`config.mk`:
```
export PLATFORM = sky130hd
export DESIGN_NAME = pfsc_divider
export DESIGN_NICKNAME = d
export VERILOG_FILES = /design/src/design/pfsc_divider.sv
export SDC_FILE = /design/constraint.sdc
export NUM_CORES = 2
export LEC_CHECK = 0
export ABC_AREA = 1
export BUFFER_PORTS_ARGS = -buffer_cell sky130_fd_sc_hd__buf_4
export CORE_MARGIN = 2
export CORE_UTILIZATION = 50
export CTS_CLUSTER_SIZE = 16
export DETAILED_ROUTE_END_ITERATION = 8
export GPL_TIMING_DRIVEN = 0
export PLACE_DENSITY = 0.66
export SLEW_MARGIN = 20
export SYNTH_ARGS = -nofsm -noshare
export SYNTH_HDL_FRONTEND = slang
export SYNTH_SLANG_ARGS = --single-unit
```
`constraint.sdc`:
```
create_clock -name clk -period 3.7 [get_ports clk]
set_input_delay 0.74 -clock clk [delete_from_list [all_inputs] [get_ports clk]]
set_output_delay 0.74 -clock clk [all_outputs]
set_load 0.005 [all_outputs]
```
`src/design/pfsc_divider.sv`:
```
// Pipelined restoring divider: one quotient bit per stage.
// Carries a side payload alongside. No package use.
`default_nettype none
module pfsc_divider #(
    parameter int QBITS = 15,
    parameter int DBITS = 31,
    parameter int SIDE_BITS = 8
) (
    input  wire logic                  clk,
    input  wire logic                  rst_n,
    input  wire logic                  advance,
    input  wire logic                  valid_in,
    input  wire logic [DBITS+QBITS-1:0] num_in,
    input  wire logic [DBITS-1:0]      den_in,
    input  wire logic [SIDE_BITS-1:0]  side_in,
    output logic                       valid_out,
    output logic [QBITS-1:0]           quo_out,
    output logic [SIDE_BITS-1:0]       side_out
);
    localparam int NB = DBITS + QBITS;
    logic [QBITS-1:0] valid_reg, valid_src;
    logic [NB-1:0] rem_reg [QBITS];
    logic [NB-1:0] rem_src [QBITS];
    logic [NB-1:0] rem_next [QBITS];
    logic [DBITS-1:0] den_reg [QBITS];
    logic [DBITS-1:0] den_src [QBITS];
    logic [QBITS-1:0] quo_reg [QBITS];
    logic [QBITS-1:0] quo_src [QBITS];
    logic [QBITS-1:0] quo_next [QBITS];
    logic [SIDE_BITS-1:0] side_reg [QBITS];
    logic [SIDE_BITS-1:0] side_src [QBITS];

    // stage k decides quotient bit QBITS-1-k
    always_comb
    begin
        valid_src[0] = valid_in;
        rem_src[0] = num_in;
        den_src[0] = den_in;
        quo_src[0] = '0;
        side_src[0] = side_in;
        for (int k = 1; k < QBITS; k++)
        begin
            valid_src[k] = valid_reg[k-1];
            rem_src[k] = rem_reg[k-1];
            den_src[k] = den_reg[k-1];
            quo_src[k] = quo_reg[k-1];
            side_src[k] = side_reg[k-1];
        end
        for (int k = 0; k < QBITS; k++)
        begin
            if ((rem_src[k] >> (QBITS - 1 - k)) >= {{QBITS{1'b0}}, den_src[k]})
            begin
                rem_next[k] = rem_src[k] - ({{QBITS{1'b0}}, den_src[k]} << (QBITS - 1 - k));
                quo_next[k] = quo_src[k] | (QBITS'(1) << (QBITS - 1 - k));
            end
            else
            begin
                rem_next[k] = rem_src[k];
                quo_next[k] = quo_src[k];
            end
        end
    end

    always_ff @(posedge clk or negedge rst_n)
    begin
        if (!rst_n)
            valid_reg <= '0;
        else if (advance)
            valid_reg <= valid_src;
    end

    always_ff @(posedge clk)
    begin
        if (advance)
        begin
            for (int k = 0; k < QBITS; k++)
            begin
                rem_reg[k] <= rem_next[k];
                den_reg[k] <= den_src[k];
                quo_reg[k] <= quo_next[k];
                side_reg[k] <= side_src[k];
            end
        end
    end

    assign valid_out = valid_reg[QBITS-1];
    assign quo_out = quo_reg[QBITS-1];
    assign side_out = side_reg[QBITS-1];
endmodule
`default_nettype wire
```
# After elaboration in Yosys (flattened, before gate mapping)
# Memory sizes are Yosys's and may differ from the RTL's.
# Index checks and enable logic that the tools add are counted.
# Widths: inputs -> output; s select.
# classes
mux	32
addsub	15
n_lt_le_gt_ge	15
# op_table
operator	count
$mux 46	15
$ge 46x31->1	1
$sub 46x31->46	1
$sub 46x32->46	1
$sub 46x33->46	1
$sub 46x34->46	1
$sub 46x35->46	1
$sub 46x36->46	1
$sub 46x37->46	1
$sub 46x38->46	1
$sub 46x39->46	1
$sub 46x40->46	1
$sub 46x41->46	1
$sub 46x42->46	1
$sub 46x43->46	1
$sub 46x44->46	1
$sub 46x45->46	1
$ge 45x31->1	1
$ge 44x31->1	1
$ge 43x31->1	1
$ge 42x31->1	1
$ge 41x31->1	1
$ge 40x31->1	1
$ge 39x31->1	1
other kinds (22)	24
# word_totals
elab_cells	67
memories	4
ram_bits	1500
output_inout_bits	24
ff_bits	15
in_bits	89
# memory_table
memory	depth	word_bits	rd	rd_clocked_by_memory_dff	write_ports	line_no	rtl
rem_reg	15	46	14	0	15	22	logic [NB-1:0] rem_reg [QBITS];
den_reg	15	31	14	0	15	25	logic [DBITS-1:0] den_reg [QBITS];
quo_reg	15	15	15	0	15	27	logic [QBITS-1:0] quo_reg [QBITS];
side_reg	15	8	15	0	15	30	logic [SIDE_BITS-1:0] side_reg [QBITS];

# Logic depth before layout (Yosys ltp)
# An unclocked memory read counts as a cell.
# logic_depth
ltp_word	3
ltp_mapped	18
mapped_depth_nobuf	17

# Least setup slack after synthesis
# OpenSTA, ideal clock, no wires.
# synth_path
path_kind	input -> register
start	input port num_in[14]
end	memory rem_reg[0][37] in the netlist's numbering (data pin)
slack_ns	1.029
cell_stages	16
t_arrival_ns	2.418
required_ns	3.447
cell_sequence	inv_1 ha_1 fa_1 inv_1 nand3_1 nand3_1 nand2_1 nand2_1 nand2_1 nand3_1 nand2_1 nand2_2 inv_2 buf_4 nand2_1 nand2_1
# synth_lines
element	line_no	rtl
start: declaration	13	input wire logic [DBITS+QBITS-1:0] num_in,
end: declaration	22	

==> key figures <==
Timing
  • RSZ-0062 raised after global routing: no
  • # setup viols final: 0
  • Fin Setup TNS: 0 ps
  • Minimum clock period: 3410 ps
  • Slew HR: 31.1%
  • Hold Violations, Final: 0
  • Fmax: 293 MHz
  • Clk_skew: 40.2 ps
  • Worst slew pin tran: 1020 ps
  • Slew Limit Fails: 0
  • Final worst-path cycle share: 92.2%

Detailed routing
  • # DRC: 0
  • Drt via density: 5.18
  • DRT iter0 DRCs: 6,923
  • Post-DR wirelength/cell: 19.9 um
  • Total routed wirelength: 290 mm
  • Routed Antenna Nets: 0
  • Via count: 75,400
  • DRT Pass-1 Iters: 6

Floorplan
  • Die W: 425 um
  • IO Pins: 113
  • Core Region: 176,000 um2
  • Die H: 425 um
  • Starting Density: 50.3%
  • Full die area: 181,000 um2
  • Row cnt: 154

Layout
  • Layout cell share with drive strength beyond 1: 5.37%
  • Fin nets: 12,700
  • Register Area: 40,000 um2
  • Area of the multi-input gates: 39,100 um2
  • Max reg flops: 644
  • Layout area overhead: 10.0%
  • Final Cell Area: 97,600 um2
  • Fill cells: 16,800
  • Finished Layout Cells: 14,600

Yosys
  • Synth area leader: edfxtp_1
  • Simple-gate share of the synthesized area: 31.0%
  • Post-synth EDFFs: 1,318
  • Predominant post-synthesis flop cell: edfxtp_1
  • Top post-synthesis cells by area: edfxtp_1 (45%), nand2_1 (20%), inv_1 (9.7%), ha_1 (6.6%), nor2_1 (3.7%)
  • Cells after Synth: 11,800
  • Synth Area in Compound Gates: 3.69%
  • Yosys warns: 0
  • Largest family of logic cells by synthesized area: simple AND/OR/NAND/NOR gates
  • Mapped cell area: 88,700 um2
  • Register area share after synthesis: 45.0%
  • Synth cell count leaders: nand2_1 (4,780), inv_1 (2,292), edfxtp_1 (1,318)
  • Fraction of registers with async set/reset: 1.13%
  • Area fraction of the dominant cell type after synthesis: 44.6%
  • Adder-Cell Fraction of Synth Area: 6.87%
  • Count leader, synth: nand2_1
  • Synthesized flop and latch total: 1,333
  • Post-synthesis xor/xnor area fraction: 2.41%
  • Syn_area_per_cell: 7.50 um2
  • Mux cell area share after synthesis: 0.0127%
  • Syn nets: 12,400
  • Netlist cell types: 51

Placed design
  • IO buf count: 112
  • RD Place Congestion: 0.997
  • DP HPWL: 240 mm
  • Inst Count DP: 14,300
  • Dpl cell area: 92,700 um2

GRT
  • Vias in the first global route: 70,700
  • Largest net degree at the start of global routing: 165
  • Gr ovfl total: 0
  • Initial antenna violation count: 3
  • First-pass GRT wire length: 427 mm
  • Total GRT Usage: 31.7%

Worst setup path
  • Max stage delay on crit path: 560 ps
  • CP Max Fanout: 164
  • Cell family with most CP delay: buffers and inverters
  • Crit path cell chain: buf_16, buf_16, buf_16, buf_16, buf_16
  • Worst path slowest cell: buf_16
  • Register-to-Register Path Depth: 12
  • Reg2Reg Setup Slack: 290 ps
  • FF-to-FF End: rem_reg[0][359]
  • CP endpoint kind: flop
  • Worst Path Arrival: 3830 ps
  • Buf/Inv on CP: 5
  • Startpoint Class: input pin
  • Crit Path Class: in2reg
  • CP required: 4120 ps
  • RR Startpoint: den_reg[0][186]
  • CP most frequent cell: buf_16

CTS
  • CTS root buf: clkbuf_16
  • Worst skew pair latency: 820 ps
  • H-tree depth: 4
  • Clock transition at the registers of the reported paths: 60 ps
  • Post-CTS resize count: 0
  • Post-CTS setup buffers: 0
  • Clock buffer depth: 3
  • Cts bufs inserted: 145
  • Clock Sinks: 1,333
  • TritonCTS clock tree: done

Min path
  • Hold_sp: num_in[11]
  • Worst hold path type: in2reg
  • Hold worst-path end: rem_reg[0][11]
  • Hold depth: 1

Power and ir drop
  • Peak supply drop: 0.526 mV
  • Power per cell area: 736 nW/um2
  • Lkg Pwr: 0.0490 uW

Job
  • Max-Cap Viols: 0

Status
  • Result of the run: finished clean
[layer usage]
metal	up-vias	share of wire [%]	global-route usage (%)
li1	37600	-	-
met5	-	0	0
met4	0	5.4	15.2
met1	34900	42	41.4
met3	508	5.9	3.56
met2	2441	47	52.8
[timing repair]
action	4_1_cts	5_1_grt
hold buffers	1	0
endpoints found under the hold margin	15	0
setup endpoints to repair	0	98
[placed cells by master (no fill, tap or decap), drive strengths merged, types with 3 or more instances in the layout]
cell type / count
a21boi: 3
a21o: 3
a21oi: 418
and2: 14
and3: 4
buf: 219
bufinv: 16
clkbuf: 169
clkinv: 59
clkinvlp: 8
dfrtp: 15
diode: 4
edfxtp: 1318
fa: 14
ha: 465
inv: 2342
nand2: 4823
nand3: 658
nand3b: 78
nand4: 129
nor2: 930
nor3: 97
nor4: 12
o21ai: 138
o21bai: 28
or2: 3
xnor2: 15
xor2: 229
[worst max-delay path by stage]
stage / startpoint / endpoint / slack (ps) / cells past startpoint
floorplan: num_in[14] / rem_reg[0][37] / 1030 / 16
global placement: advance / rem_reg[0][3] / -9440 / 1
detailed placement: advance / rem_reg[0][4] / -650 / 5
CTS: advance / rem_reg[0][142] / 220 / 5
global route: advance / rem_reg[0][142] / 120 / 5
finish: advance / rem_reg[0][142] / 290 / 5
[stage by stage]
| stage | setup WS (ps) | utilization, % | total power [uW] | hold WS (ps) |
|---|---|---|---|---|
| 2_1_floorplan | 1030 | - | 45000 | 400 |
| 3_3_place_gp | -9440 | 52.5 | 56600 | 400 |
| 3_5_place_dp | -646 | 52.6 | 56600 | 405 |
| 4_1_cts | 218 | 55.3 | 71500 | 38.5 |
| 5_1_grt | 123 | 55.4 | 76600 | 58.4 |
| 6_report | 288 | 55.4 | 71800 | 103 |
[kinds of logic after synthesis]
family,after synthesis
xor+xnor,244
flops,1333
mux,1
buf+inv,2429
fa+ha+maj,479
compound gates,595
simple gates,6750
[worst reg2reg max path, cell delays in order, from the launching register on]
cell and delay [ps]:
edfxtp_1 500, ha_1 240, inv_1 140, fa_1 230, nand3_1 160, nor2_1 340
nor2_1 190, o21ai_0 560, nand2_1 260, nand2_1 110, nand2_1 50, nand3_1 60
nand2_1 210
[power by group]
| part | total, uW | switching, uW | internal [uW] |
|---|---|---|---|
| Combinational | 33300 | 23000 | 10200 |
| Clock | 14700 | 6190 | 8540 |
| Sequential | 23800 | 2750 | 21000 |
| Total | 71800 | 32000 | 39800 |
[final cells by class]
cell class | count | share of cell area [%]
Tap cell | 2340 | 3.00
Clock buffer | 165 | 3.86
Timing Repair Buffer | 122 | 1.14
Multi-Input combinational cell | 8069 | 40.0
Inverter | 2327 | 8.96
Clock inverter | 98 | 1.10
Buffer | 102 | 0.977
Antenna cell | 4 | 0.0103
Sequential cell | 1333 | 40.9
No activity file was read; power rests on OpenSTA's default activity.
