File: src/design/pfsc_pkg.sv
// Shared types, constants and arctangent table for the path-following steering pipeline.
// No dependencies.
`default_nettype none
package pfsc_pkg;
    localparam int CFG_IDX_BITS = 2;
    localparam int CFG_DATA_BITS = 31;
    localparam logic [1:0] REG_HEADING_GAIN = 2'd0;
    localparam logic [1:0] REG_LATERAL_THRESHOLD = 2'd1;
    localparam logic [1:0] REG_SPEED_LIMIT = 2'd2;
    localparam logic [1:0] REG_SPIN_LIMIT = 2'd3;
    localparam logic signed [33:0] CORDIC_X0 = 34'sd652032874;
    localparam logic [25:0] PI_Q24 = 26'd52707179;

    typedef struct packed {
        logic [15:0] heading_gain;
        logic [30:0] lateral_threshold;
        logic [14:0] speed_limit;
        logic [14:0] spin_limit;
    } cfg_t;

    function automatic logic signed [33:0] atan_entry(input int i);
        logic signed [33:0] r;
        begin
            unique case (i)
                0: r = 34'sd536870912;
                1: r = 34'sd316933406;
                2: r = 34'sd167458907;
                3: r = 34'sd85004756;
                4: r = 34'sd42667331;
                5: r = 34'sd21354465;
                6: r = 34'sd10679838;
                7: r = 34'sd5340245;
                8: r = 34'sd2670163;
                9: r = 34'sd1335087;
                10: r = 34'sd667544;
                11: r = 34'sd333772;
                12: r = 34'sd166886;
                13: r = 34'sd83443;
                14: r = 34'sd41722;
                15: r = 34'sd20861;
                16: r = 34'sd10430;
                17: r = 34'sd5215;
                18: r = 34'sd2608;
                19: r = 34'sd1304;
                20: r = 34'sd652;
                21: r = 34'sd326;
                22: r = 34'sd163;
                23: r = 34'sd81;
                default: r = '0;
            endcase
            return r;
        end
    endfunction
endpackage
`default_nettype wire

File: src/design/pfsc_cordic_stage.sv
// One registered CORDIC rotation stage with side payload.
// Uses pfsc_pkg.
`default_nettype none
module pfsc_cordic_stage #(
    parameter int STAGE = 0,
    parameter int SIDE_BITS = 8
) (
    input  wire logic                    clk,
    input  wire logic                    rst_n,
    input  wire logic                    advance,
    input  wire logic                    valid_in,
    input  wire logic signed [33:0]      x_in,
    input  wire logic signed [33:0]      y_in,
    input  wire logic signed [33:0]      z_in,
    input  wire logic [SIDE_BITS-1:0]    side_in,
    output logic                         valid_out,
    output logic signed [33:0]           x_out,
    output logic signed [33:0]           y_out,
    output logic signed [33:0]           z_out,
    output logic [SIDE_BITS-1:0]         side_out
);
    logic valid_reg;
    logic signed [33:0] x_reg, y_reg, z_reg, x_next, y_next, z_next;
    logic [SIDE_BITS-1:0] side_reg;

    always_comb
    begin
        if (!z_in[33])
        begin
            x_next = x_in - (y_in >>> STAGE);
            y_next = y_in + (x_in >>> STAGE);
            z_next = z_in - pfsc_pkg::atan_entry(STAGE);
        end
        else
        begin
            x_next = x_in + (y_in >>> STAGE);
            y_next = y_in - (x_in >>> STAGE);
            z_next = z_in + pfsc_pkg::atan_entry(STAGE);
        end
    end

    always_ff @(posedge clk or negedge rst_n)
    begin
        if (!rst_n)
            valid_reg <= 1'b0;
        else if (advance)
            valid_reg <= valid_in;
    end

    always_ff @(posedge clk)
    begin
        if (advance)
        begin
            x_reg <= x_next;
            y_reg <= y_next;
            z_reg <= z_next;
            side_reg <= side_in;
        end
    end

    assign valid_out = valid_reg;
    assign x_out = x_reg;
    assign y_out = y_reg;
    assign z_out = z_reg;
    assign side_out = side_reg;
endmodule
`default_nettype wire

File: config.mk
export PLATFORM = sky130hd
export DESIGN_NAME = pfsc_cordic_stage
export DESIGN_NICKNAME = d
export VERILOG_FILES = /design/src/design/pfsc_pkg.sv /design/src/design/pfsc_cordic_stage.sv
export SDC_FILE = /design/constraint.sdc
export NUM_CORES = 1
export LEC_CHECK = 0
export CORE_MARGIN = 2
export CORE_UTILIZATION = 35
export DETAILED_ROUTE_END_ITERATION = 12
export DONT_BUFFER_PORTS = 1
export HOLD_SLACK_MARGIN = 0.12
export REMOVE_ABC_BUFFERS = 1
export SLEW_MARGIN = 20
export SYNTH_ARGS = -nofsm -noshare
export SYNTH_HDL_FRONTEND = slang
export SYNTH_SLANG_ARGS = --single-unit
File: constraint.sdc
create_clock -name clk -period 1.37 [get_ports clk]
set_input_delay 0 -clock clk [delete_from_list [all_inputs] [get_ports clk]]
set_output_delay 0 -clock clk [all_outputs]
set_load 0.1 [all_outputs]
Yosys cells after proc, flatten, opt, wreduce, memory -nomap -nowiden
Index checks and enable logic that the tools add are counted.
{ "op_classes": {"bitwise_logic": 0, "n_reduce_logical": 0, "add_sub_neg": 5, "n_div": 0, "mux": 3, "order_cmp": 0, "n_eq_ne": 0, "multipliers": 0, "shifts": 0} }
{ "op_table": {"columns": ["cell", "n"], "rows": [
  ["two-way mux 34 bit", 3],
  ["subtractor 34 bit", 2],
  ["adder 34 x 31 -> 34 bit, second input constant", 1],
  ["adder 34 bit", 1],
  ["subtractor 34 x 31 -> 34 bit, second input constant", 1]
]} }
{ "word_totals": {"rom_bits": 0, "input_bits": 114, "out_inout_bits": 111, "latchBits": 0, "wordCells": 13, "ramBits": 0, "mem_count": 0, "regBits": 111} }

Logic depth before layout (Yosys ltp)
{ "depth": {"word_depth": 2, "ltp_mapped": 13, "mapped_depth_nobuf": 13} }

Worst setup path after synthesis
Ideal clock, no wire load.
{ "synth_timing": {"kind": "input port to flip-flop", "from": "input x_in[2]", "to": "register x_reg[32] (netlist: x_out[32]) (data pin)", "path_buffers": 1, "stages": 13, "setup_ns": 0.262, "slack_ns": -1.152, "t_arrival_ns": 2.260, "required_ns": 1.108, "cell_sequence": "inv_1 > ha_1 > clkbuf_2 > nand2b_1 > a221oi_1 > o311a_1 > and3_1 > nand3_1 > a31oi_2 > a22oi_1 > o311ai_2 > a21oi_1 > xor2_1"} }
{ "synth_via": {"elab_chain_cells": 2, "elab_cells_between_ends": 3, "cone_classes": "2 x add/sub; 1 x mux"} }
{ "synth_rtl": {"columns": ["item", "line", "source"], "rows": [
  ["start, declared", "pfsc_cordic_stage.sv:12", "input wire logic signed [33:0] x_in,"],
  ["subtractor 34 bit / adder 34 bit (equally long branches)", "pfsc_cordic_stage.sv:30, pfsc_cordic_stage.sv:36", null],
  ["two-way mux 34 bit (*)", "pfsc_cordic_stage.sv:28", "if (!z_in[33])"],
  ["named net x_next[32]", "pfsc_cordic_stage.sv:23", "logic signed [33:0] x_reg, y_reg, z_reg, x_next, y_next, z_next;"],
  ["end signal, assigned", "pfsc_cordic_stage.sv:54", "x_reg <= x_next;"],
  ["end, declared", "pfsc_cordic_stage.sv:23", null]
]} }
Mark *: on every way through the listed nets, which the timed path passes. The rest lies on a longest branch.
A chain may end at the register's enable or synchronous reset.

Final worst setup path
{ "layout_timing": {"from": "input x_in[4]", "to": "register x_reg[33] (netlist: x_out[33]) (data pin)"} }
Same word-level chain as after synthesis.

==> flow_metrics.tcl <==
set metrics [dict create \
    status "complete, but fails checks" \
    violations "negative hold slack, negative setup slack" \
    maxSlewViolCount 0 \
    cts_buffer_depth 2 \
    clk_pin_slew_ns 0.08 \
    drt-vias-per-instance 5.205 \
    first_pass_iters 5 \
    drt_first_iter_violations 569 \
    synth_edf_count 109 \
    async_reset_ff_share_pct 0.9091 \
    yosys_warnings 0 \
    fmax_mhz 457.0 \
    syn_to_final_growth_pct 69.01 \
    holdPathStages 0 \
    die_y_um 165.6 \
    drv_cap 0 \
    swShare_pct 45.81 \
    rsz0062_at_grt "true" \
    grt_max_degree 111 \
    final-hold-violation-count 110 \
    cts.htree.levels 3 \
    ys_types 76 \
    intPower_mw 8.990 \
    stdcell_count 1821 \
    tritoncts "done" \
    r2r_end "valid_out" \
    fin_nets 1702 \
    synthTopCellsByArea "edfxtp_1 (36%), ha_1 (14%), a21oi_1 (7.0%)" \
    cp-start-kind "input pin" \
    synth.most_common_cell "a21oi_1" \
    cts_hold_buffers 54 \
    setup_viol 55 \
    criticalPathCategory "input pin to flip-flop" \
    pwr-share-seq_pct 27.0 \
    fin_crit_ns 2.188 \
    fp.dieW_um 165.6 \
    tightest_slew_ns 0.4835 \
    postPlaceCellArea_mm2 0.01233 \
    clock_sinks 110 \
    cp.required_ns 1.46 \
    comb_power_share_pct 58.0 \
    cts_buffers 9 \
    avgSynthCellArea_um2 9.183 \
    core-area_mm2 0.02584 \
    ys.flop_type "edfxtp_1" \
    gp_congestion 0.9634 \
    hold_start "advance" \
    nFillCells 2083 \
    clkLatencyLatePin_ns 0.34 \
    r2r-start "valid_out" \
    stdcell_area_mm2 0.01544 \
    multi_input_area_mm2 0.006688 \
    port_buffers 0 \
    holdPathEnd "y_out[12]" \
    power.density_mw_per_mm2 1074 \
    dp.cells 1687 \
    skew_ns 0 \
    hp-class "input pin to flip-flop" \
    diodes 0 \
    holdWs_ns -0.2434 \
    final_util_pct 59.77 \
    place_worst_setup_slack_ns -1.551 \
    power.switching_mw 7.601 \
    final_layout_size_suffix_gt1_share_pct 49.26 \
    p_leak_nw 6.747 \
    register_area_mm2 0.003298 \
    crit_arrival_ns 2.28 \
    num_rows 59 \
    relSlewSlack_pct 66.93 \
    yosys.area.top_type "edfxtp_1" \
    antenna_found_initial 0 \
    synth_top_area_share_pct 35.82 \
    rr_worst_depth 2 \
    ant_nets 0 \
    routed_wl_um 33930 \
    first_global_vias 9343 \
    start_util_pct 35.37 \
    num_vias 9478 \
    die_area_mm2 0.02742 \
    cp_max_fo 4 \
    clock_power_share_pct 15.0 \
    drc 0 \
    ios 225 \
    period_share_pct 159.7 \
    synth.top_cells.by_count "a21oi_1 (127), edfxtp_1 (109), inv_1 (104)" \
    synth_seq_cells 110 \
    cts_root_buf "clkbuf_16" \
    grtUsageTotal_pct 22.67 \
    grt-ovfl-total 0 \
    setup.worst_path.end_class "flip-flop" \
    vdd.ir_drop.worst_mv 0.9419 \
    synth_area_mm2 0.009138 \
    routedWlPerCell_um 18.63 \
    rrSetupSlack_ns 0.06 \
    synth_seq_area_share_pct 36.09 \
    grt_pass1_wl_um 48360 \
    dp_hpwl_um 24700 \
    setup_ws_ns -0.8184 \
    synth_cells 995 \
]
-- cell usage in the layout, fill, tap and decap left out, types with 5 or more instances in the layout --
master,synthesis,final
ha_1,103,83
o31ai_1,10,6
inv_1,104,84
nor4_2,1,8
o21ai_4,0,8
nor2_1,89,72
a21oi_4,0,18
nand4_1,7,7
edfxtp_1,109,109
mux2i_1,18,14
nand3_1,11,6
inv_4,0,7
nor3_2,0,5
o21ai_2,0,17
o21ai_1,4,17
a21oi_1,127,68
dlygate4sd3_1,0,53
o21a_1,7,6
nor3_1,19,13
a21oi_2,2,43
o211ai_1,10,10
o21bai_1,27,24
clkbuf_16,0,9
nor2_4,0,6
xnor2_1,58,50
nor2_2,0,11
xor2_1,9,9
a211oi_1,11,5
inv_2,5,12
o21ai_0,62,24
nand2_2,0,9
xnor2_2,0,8
buf_4,7,402
nand2_1,48,34
ha_4,0,20
buf_6,4,56
a211oi_2,1,5
a21o_1,19,19
-- power by group through the flow --
| stage | clock [mW] | sequential, mW | combinational, mW |
|---|---|---|---|
| 2_1_floorplan | 0 | 7.88 | 2.05 |
| 3_5_place_dp | 0 | 4.56 | 7.95 |
| 5_1_grt | 2.65 | 4.53 | 10.0 |
| 4_1_cts | 2.52 | 4.49 | 8.87 |
| 6_report | 2.48 | 4.48 | 9.63 |
| 3_3_place_gp | 0 | 4.55 | 7.91 |
-- routing by layer --
metal  global-route usage, %  part of all wire, %
met1                   29.91                   42
met3                   3.646                  7.4
met4                   8.621                  4.0
met5                       0                    0
met2                   37.27                   46
-- per-stage QoR --
| stage | TNS (ns) | power [mW] |
|---|---|---|
| after floorplan | -45.69 | 9.929 |
| after global placement | -63.44 | 12.46 |
| after detailed placement | -64.38 | 12.51 |
| after CTS | -29.31 | 15.87 |
| after global routing | -33.77 | 17.21 |
| final | -30.67 | 16.59 |
-- flip-flops by register name, summed over array words and instances, names as in the netlist --
name       cells
side_out       8
x_out         34
valid_out      1
z_out         34
y_out         33
-- logic make-up (layout without fill, tap and decap cells) --
family	count (synthesis)	in the layout	share of synthesized area, %
AO/OA/AOI/OAI	325	325	22.40
XOR/XNOR	67	67	6.422
adder cells (fa/ha/maj)	107	107	14.98
buffers and inverters	152	643	7.285
flip-flops	110	110	36.09
multiplexers	19	19	2.095
AND/OR/NAND/NOR	215	215	10.72
-- critical path: stages --
cell and delay (ns):
inv_8 0.01, ha_4 0.29, inv_4 0.05, a211oi_4 0.25, o41ai_4 0.15, a21oi_4 0.21, o21ai_4 0.09, a211o_4 0.35
a311o_2 0.46, a21oi_2 0.18, o311ai_2 0.10, xnor2_1 0.14
-- worst max-delay path by stage --
stage | start | to | slack (ns) | cells past startpoint
CTS | x_in[0] | x_out[26] | -0.85 | 13
finish | x_in[4] | x_out[33] | -0.82 | 12
global placement | x_in[0] | x_out[26] | -1.50 | 13
global route | x_in[0] | x_out[26] | -0.93 | 12
floorplan | x_in[18] | x_out[33] | -1.18 | 12
detailed placement | x_in[0] | x_out[26] | -1.55 | 13
-- what timing repair did --
action,in CTS,in global routing
setup endpoints to repair,58,57
resized for setup,254,174
buffers inserted,41,44
hold endpoints to repair,191,139
pin swaps,108,108
-- cell type report --
cell class / instances / area share [%]
Tap cell: 335 / 2.714
Timing Repair Buffer: 517 / 27.77
Multi-Input combinational cell: 733 / 43.30
Sequential cell: 110 / 21.36
Inverter: 110 / 3.095
Clock buffer: 13 / 1.620
Clock inverter: 3 / 0.1377
Note: power is estimated with default switching activity, not from simulation.
